**config.mk**
```make
export PLATFORM = sky130hd
export DESIGN_NAME = cmb_div
export DESIGN_NICKNAME = d
export VERILOG_FILES = /design/src/rtl/core/cmb_pkg.sv /design/src/rtl/core/cmb_div.sv
export SDC_FILE = /design/constraint.sdc
export NUM_CORES = 2
export LEC_CHECK = 0
export BUFFER_PORTS_ARGS = -buffer_cell sky130_fd_sc_hd__buf_2
export CAP_MARGIN = 20
export CORE_ASPECT_RATIO = 0.6
export CORE_UTILIZATION = 27
export DETAILED_ROUTE_END_ITERATION = 8
export PLACE_DENSITY = 0.49
export SLEW_MARGIN = 20
export SYNTH_ARGS = -nofsm -noshare
export SYNTH_HDL_FRONTEND = slang
export SYNTH_SLANG_ARGS = --single-unit
```
**constraint.sdc**
```tcl
create_clock -name clock -period 3.5 [get_ports clock]
set_input_delay 0.175 -clock clock [delete_from_list [all_inputs] [get_ports clock]]
set_output_delay 0.175 -clock clock [all_outputs]
set_load 0.02 [all_outputs]
```
**src/rtl/core/cmb_pkg.sv**
```systemverilog
package cmb_pkg;

   localparam int MAG_W  = 25;   // magnitude of a centre difference
   localparam int PEN_W  = 25;   // penetration, Q16.9
   localparam int RAD_W  = 52;   // 4 * (dx*dx + dy*dy)
   localparam int ROOT_W = 26;   // distance, Q.9
   localparam int REM_W  = 28;   // square root remainder
   localparam int QUO_W  = 15;   // normal magnitude bits
   localparam int NRM_W  = 16;   // normal, Q1.14

   localparam logic signed [NRM_W-1:0] ONE_Q14 = 16'sd16384;

   typedef struct packed {
      logic                    hit;
      logic signed [NRM_W-1:0] nx;
      logic signed [NRM_W-1:0] ny;
      logic [PEN_W-1:0]        pen;
      logic                    use_div;
      logic                    sx;
      logic                    sy;
   } res_type;

   typedef struct packed {
      logic             mode;
      res_type          box;
      logic [MAG_W-1:0] ax;
      logic [MAG_W-1:0] ay;
      logic             sx;
      logic             sy;
      logic [PEN_W-1:0] rsum;
      logic [PEN_W-1:0] ra2;
   } side_type;

endpackage

```
**src/rtl/core/cmb_div.sv**
```systemverilog
module cmb_div import cmb_pkg::*; (
   input  logic              clock,
   input  logic              reset,
   input  logic              en,
   input  logic              in_valid,
   input  logic [MAG_W-1:0]  in_num_x,
   input  logic [MAG_W-1:0]  in_num_y,
   input  logic [ROOT_W-1:0] in_den,
   input  res_type           in_res,
   output logic              out_valid,
   output logic [QUO_W-1:0]  out_quo_x,
   output logic [QUO_W-1:0]  out_quo_y,
   output res_type           out_res
);

   localparam int N = QUO_W;

   logic [N-1:0]       valid_ff;
   logic [ROOT_W-1:0]  den_ff [N];
   res_type            res_ff [N];
   logic [ROOT_W-1:0]  rem_ff [N][2];
   logic [QUO_W-1:0]   quo_ff [N][2];

   logic               cur_valid [N+1];
   logic [ROOT_W-1:0]  cur_den   [N+1];
   res_type            cur_res   [N+1];
   logic [ROOT_W-1:0]  cur_rem   [N+1][2];
   logic [QUO_W-1:0]   cur_quo   [N+1][2];

   assign cur_valid[0]  = in_valid;
   assign cur_den[0]    = in_den;
   assign cur_res[0]    = in_res;
   assign cur_rem[0][0] = {{(ROOT_W-MAG_W){1'b0}}, in_num_x};
   assign cur_rem[0][1] = {{(ROOT_W-MAG_W){1'b0}}, in_num_y};
   assign cur_quo[0][0] = '0;
   assign cur_quo[0][1] = '0;

   // restoring division, one quotient bit per stage; remainder stays below den
   for (genvar k = 0; k < N; k++) begin : g_stage
      always_ff @(posedge clock) begin
         if (reset) begin
            valid_ff[k] <= 1'b0;
         end else if (en) begin
            valid_ff[k] <= cur_valid[k];
         end
      end

      always_ff @(posedge clock) begin
         if (en) begin
            den_ff[k] <= cur_den[k];
            res_ff[k] <= cur_res[k];
         end
      end

      for (genvar l = 0; l < 2; l++) begin : g_lane
         logic [ROOT_W:0]   shifted;
         logic [ROOT_W:0]   diff;
         logic              ge;
         logic [ROOT_W-1:0] rem_in;
         logic [QUO_W-1:0]  quo_in;

         always_comb begin
            shifted = {cur_rem[k][l], 1'b0};
            diff    = shifted - {1'b0, cur_den[k]};
            ge      = (shifted >= {1'b0, cur_den[k]});
            rem_in  = ge ? diff[ROOT_W-1:0] : shifted[ROOT_W-1:0];
            quo_in  = {cur_quo[k][l][QUO_W-2:0], ge};
         end

         always_ff @(posedge clock) begin
            if (en) begin
               rem_ff[k][l] <= rem_in;
               quo_ff[k][l] <= quo_in;
            end
         end

         assign cur_rem[k+1][l] = rem_ff[k][l];
         assign cur_quo[k+1][l] = quo_ff[k][l];
      end

      assign cur_valid[k+1] = valid_ff[k];
      assign cur_den[k+1]   = den_ff[k];
      assign cur_res[k+1]   = res_ff[k];
   end

   assign out_valid = cur_valid[N];
   assign out_quo_x = cur_quo[N][0];
   assign out_quo_y = cur_quo[N][1];
   assign out_res   = cur_res[N];

endmodule

```
* Yosys cells after proc, flatten, opt, wreduce, memory -nomap -nowiden
Memory sizes are Yosys's and may differ from the RTL's.
Cells that the tools add are included.
** Storage, ports and cells
- Register bits :: 15
- Bits in latches :: 0
- Bits in writable memories :: 2535
- Bits in read-only memories :: 0
- Input port bits :: 141
- Output and inout bits :: 92
- Word-level logic and storage cells :: 111
- Memories :: 4
** Cells by class
- Add/subtract/negate cells :: 30
- Multiply operators :: 0
- Divide/modulo/power cells :: 0
- $lt $le $gt $ge :: 30
- Equality and inequality tests :: 0
- Shifts and indexed selects :: 0
- Muxes and demuxes :: 32
- Bitwise logic cells :: 0
- Reduce and logical (&&, ||, !) cells :: 0
** Memory list
- res_ff :: words 15, width 61, read ports 15, clocked after Yosys merged registers in 0, write ports 15, RTL line cmb_div.sv:20 : res_type res_ff [N];
- rem_ff :: words 15, width 52, read ports 14, clocked after Yosys merged registers in 0, write ports 15, RTL line cmb_div.sv:21 : logic [ROOT_W-1:0] rem_ff [N][2];
- quo_ff :: words 15, width 30, read ports 15, clocked after Yosys merged registers in 0, write ports 15, RTL line cmb_div.sv:22 : logic [QUO_W-1:0] quo_ff [N][2];
- den_ff :: words 15, width 26, read ports 14, clocked after Yosys merged registers in 0, write ports 15, RTL line cmb_div.sv:19 : logic [ROOT_W-1:0] den_ff [N];
** Operators with widths (number)
- two-way mux 26 bit :: 30
- subtractor 26 bit :: 30
- >= comparator 27 x 26 -> 1 bit :: 28
- >= comparator 26 bit :: 2
- two-way mux 1 bit :: 2

* Longest topological paths before layout
An unclocked memory read counts as a cell.
- Word-level depth :: 3
- Mapped depth :: 14
- Gate-level depth less buffers :: 13

* Worst setup path before layout
Ideal clock, no wire load.
- Kind :: flip-flop to flip-flop
- From :: memory den_ff[2][0] (netlist: den_ff[0][52])
- To :: memory rem_ff[0][178] in the netlist's numbering, data pin
- Library setup time :: 260 ps
- Arrival :: 3239 ps
- Data required time :: 3240 ps
- Path slack :: 1 ps
- Stages on the path, launching flop included :: 12
- Buffers on the path :: 0
- Clock period less this slack :: 3499 ps
- Path through :: edfxtp_1 inv_1 fa_1 a21oi_1 o22ai_1 o41a_1 a221o_2 a221oi_2 o21bai_1 or4_1 and3_1 mux2_4
** RTL lines (RTL line)
- from (decl) :: cmb_div.sv:19
- to (decl) :: cmb_div.sv:21

==> run_results.csv <==
group,metric,value,unit
status,outcome,"complete, but fails checks",
status,failing_checks,"DRC, setup timing",
global_route,grt_pass1_wl,523000,µm
cells_and_area,area.growth.synth_to_final,30.9,%
job,timing.max_cap.violations,0,
synth,largest_area_contributor_in_the_synthesized_netlist,"sky130_fd_sc_hd__edfxtp_1",
clock_network,cts_tree,"built",
die,initial_core_util,0.271,
global_route,number_of_global_route_vias_before_repair,75800,
drt,wire_per_inst,22.0,µm
clock_network,clk_pin_slew,0.07,ns
die,num_rows,185,
synth,yosys_synthesis_warning_count,0,
synth,synth_ff_type,"sky130_fd_sc_hd__edfxtp_1",
power_and_ir_drop,total_leakage_power,60.2,nW
synth,synth.net_count,9833,
synth,synthesis.area_per_instance,12.9,µm²
power_and_ir_drop,pwr-share-comb,0.513,
placement,placed_cells,15900,
critical_path,cp_data_required_time,4.10,ns
synth,synth_fa_ha_area_frac,0.0896,
cells_and_area,final_cell_mix,"2247 x sky130_fd_sc_hd__edfxtp_1, 1452 x sky130_fd_sc_hd__buf_4, 721 x sky130_fd_sc_hd__ha_1, 569 x sky130_fd_sc_hd__a21oi_1, 531 x sky130_fd_sc_hd__inv_1",
power_and_ir_drop,power.internal,87.4,mW
synth,synth_mux_area_frac,0.0484,
drt,antenna_left,0,
cells_and_area,design.final.nets,11900,
synth,synth_top_family_by_area,"compound AO/OA/AOI/OAI gates",
synth,synth_simple_gate_area_share,0.0709,
timing,fin_skew,0.125,ns
clock_network,ctsLongestPathBuffers,4,
clock_network,cts-root-buf,"sky130_fd_sc_hd__clkbuf_16",
placement,gp_routability_congestion,0.942,
global_route,antenna_violations_before_repair,15,
synth,synthesized_area,115000,µm²
cells_and_area,post_layout_nonfiller_instances,16800,
drt,drt_first_iter_violations,7781,
power_and_ir_drop,proportion_of_total_power_due_to_net_switching,0.376,
power_and_ir_drop,power.ir.vdd_worst,0.000504,V
global_route,grt_max_degree,117,
clock_network,cts-htree-levels,4,
power_and_ir_drop,power.switching,52.6,mW
critical_path,startpoint_type,"flip-flop",
timing,setup-violations-final,182,
die,dieHeight,507,µm
drt,detail_route.wirelength,370000,µm
global_route,gr_ovfl_total,0,
clock_network,clk_latency,0.96,ns
cells_and_area,final_common_cell,"sky130_fd_sc_hd__edfxtp_1",
global_route,gr-usage-all-layers,0.164,
timing,final_critical_path_setup_slack,-0.132,ns
critical_path,cp-end-kind,"flip-flop",
timing,max_clock_freq,0.275,GHz
synth,synth.ff_latch_count,2262,
die,chipWidth,844,µm
synth,syn_inst,8886,
synth,portion_of_synthesized_cell_area_occupied_by_the_leading_cell_type,0.588,
min_path,holdCritPathClass,"input pin to flip-flop",
drt,firstDrtPassIters,8,
clock_network,number_of_buffers_inserted_during_clock_tree_synthesis,238,
critical_path,worstPathArrival,4.23,ns
synth,yosys.area_share.xor_xnor,0.0467,
drt,avgViaCountPerCell,4.76,
synth,async_flop_share,0,
timing,final-max-slew-violation-count,0,
power_and_ir_drop,seq_power_share,0.303,
synth,synth_enable_flop_cells,2247,
die,design.portCount,233,
die,die_area,428000,µm²
power_and_ir_drop,total_power,140,mW
timing,slew_headroom,0.313,
placement,buffer_ports.inserted,232,
synth,synth.distinct_cells,106,
timing,finalHoldViolCount,0,
timing,min_period_over_period,1.04,
die,placeable_core_area,423000,µm²
drt,drcViolationCount,4,
synth,synth_compound_gate_area_share,0.122,
power_and_ir_drop,part_of_the_power_in_the_clock_network,0.184,
timing,final_period_minus_worst_setup_slack,3.63,ns
cells_and_area,fillCellCount,41000,
critical_path,worst-setup-path-type,"flip-flop to flip-flop",
power_and_ir_drop,power_density,931,nW/µm²
synth,ys_seq_area_frac,0.590,
drt,via_count,79900,
timing,rsz0062_at_grt,"yes",
cells_and_area,share_of_cells_above_drive_strength_1,0.293,
clock_network,cts_num_sinks,2262,
timing,worstMarginPinSlew,1.02,ns
placement,dp_hpwl,273000,µm
critical_path,path_max_fanout,7,
synth,synth_area_leaders,"sky130_fd_sc_hd__edfxtp_1 59%, sky130_fd_sc_hd__ha_1 8.5%, sky130_fd_sc_hd__mux2_2 3.7%",
repair_timing:
| item | CTS | global route |
|---|---|---|
| pin swaps | 156 | 247 |
| setup endpoints to repair | 658 | 636 |
| gates cloned | 33 | 16 |
| endpoints found under the hold margin | 306 | 0 |
| hold buffers | 232 | 0 |
| resized for setup | 463 | 566 |
| buffers inserted | 126 | 126 |
state kept, by name, summed over array words and instances (netlist names):
name / count
cur_valid: 14
rem_ff: 728
den_ff: 364
res_ff: 915
out_valid: 1
quo_ff: 240
critical path: stages (launching register included):
cell and delay (ns):
sky130_fd_sc_hd__edfxtp_1 0.41, sky130_fd_sc_hd__inv_2 0.11, sky130_fd_sc_hd__ha_4 0.21, sky130_fd_sc_hd__nor2b_4 0.13, sky130_fd_sc_hd__o31a_1 0.32, sky130_fd_sc_hd__o311ai_2 0.31
sky130_fd_sc_hd__buf_4 0.20, sky130_fd_sc_hd__a21oi_4 0.09, sky130_fd_sc_hd__a21oi_2 0.17, sky130_fd_sc_hd__buf_4 0.15, sky130_fd_sc_hd__o21ai_4 0.06, sky130_fd_sc_hd__a21oi_2 0.17
sky130_fd_sc_hd__o31ai_2 0.09, sky130_fd_sc_hd__a211o_4 0.46, sky130_fd_sc_hd__buf_12 0.20, sky130_fd_sc_hd__mux2_2 0.27
through the flow:
step	setup TNS (ns)	worst slack, ns	hold WS (ns)	cell area (µm²)	utilization
floorplan	0	0.000984	0.247	115000	-
global placement	-161.84	-0.640	0.353	133000	0.314
CTS	-7.91	-0.161	0.00521	147000	0.347
global route	-36.70	-0.257	0.0381	150000	0.355
finish	-8.60	-0.132	0.0844	150000	0.355
detailed placement	-180.71	-0.608	0.353	133000	0.314
synth_stat cells (20+ instances only):
master and number:
sky130_fd_sc_hd__or2_2 22, sky130_fd_sc_hd__nand2b_1 86, sky130_fd_sc_hd__o21bai_1 99, sky130_fd_sc_hd__a21oi_1 661, sky130_fd_sc_hd__mux2_2 381, sky130_fd_sc_hd__a21o_1 347, sky130_fd_sc_hd__clkbuf_1 112, sky130_fd_sc_hd__a211o_1 20
sky130_fd_sc_hd__and2_1 30, sky130_fd_sc_hd__mux2_4 54, sky130_fd_sc_hd__nor2_1 440, sky130_fd_sc_hd__buf_4 94, sky130_fd_sc_hd__nand2_1 534, sky130_fd_sc_hd__nor2b_1 98, sky130_fd_sc_hd__a31oi_1 75, sky130_fd_sc_hd__and3_1 57
sky130_fd_sc_hd__or3_1 37, sky130_fd_sc_hd__nor3_1 96, sky130_fd_sc_hd__nor4_1 25, sky130_fd_sc_hd__inv_1 570, sky130_fd_sc_hd__edfxtp_1 2247, sky130_fd_sc_hd__fa_1 28, sky130_fd_sc_hd__o21a_1 85, sky130_fd_sc_hd__ha_1 778
sky130_fd_sc_hd__mux2i_1 26, sky130_fd_sc_hd__o31ai_1 43, sky130_fd_sc_hd__nand3_1 121, sky130_fd_sc_hd__xnor2_1 397, sky130_fd_sc_hd__nand4_1 103, sky130_fd_sc_hd__o21ai_0 480, sky130_fd_sc_hd__a211oi_1 48, sky130_fd_sc_hd__buf_2 33
sky130_fd_sc_hd__o211ai_1 38, sky130_fd_sc_hd__xor2_1 215
cell type report:
cell class / instances / area [µm²] / area share
diodes: 5 / 12.5 / 0.0000832
well taps: 5610 / 7020 / 0.0467
multi-input cells: 5790 / 47400 / 0.315
repair buffers: 2133 / 18300 / 0.121
inverters: 572 / 2170 / 0.0144
flip-flops and latches: 2262 / 67800 / 0.451
clock buffers: 267 / 6110 / 0.0406
clock inverters: 164 / 1630 / 0.0108
power by group through the flow:
stage / clock network, mW / logic (mW) / registers (mW)
after global routing: 27.8 / 76.5 / 42.9
after floorplan: 0 / 35.9 / 40.2
after detailed placement: 0 / 58.3 / 42.9
after CTS: 26.8 / 65.2 / 42.4
final: 25.8 / 71.7 / 42.5
after global placement: 0 / 57.9 / 43.0
kinds of logic after synthesis:
logic type	Yosys count
multiplexers	478
AO/OA/AOI/OAI	2178
buffers and inverters	835
flip-flops	2262
adder cells (fa/ha/maj)	806
XOR/XNOR	612
AND/OR/NAND/NOR	1715
final timing paths:
check / startpoint / endpoint / slack, ns / cells past startpoint
max reg2reg: den_ff[0][105]$_DFFE_PP_ / rem_ff[0][261]$_DFFE_PP_ / -0.13 / 15
min: in_res[6] / res_ff[0][6]$_DFFE_PP_ / 0.08 / 2
max: den_ff[0][105]$_DFFE_PP_ / rem_ff[0][261]$_DFFE_PP_ / -0.13 / 15
min reg2reg: res_ff[1][226]$_DFFE_PP_ / res_ff[1][287]$_DFFE_PP_ / 0.37 / 0
layer usage:
layer,up-vias,wire [µm],part of all wire,global-route usage
li1,37600,-,-,-
met1,39300,204000,0.55,0.281
met2,2647,119000,0.32,0.181
met3,338,40700,0.11,0.0636
met4,0,5710,0.015,0.0263
met5,-,0,0,0
Note: power is estimated with default switching activity, not from simulation.
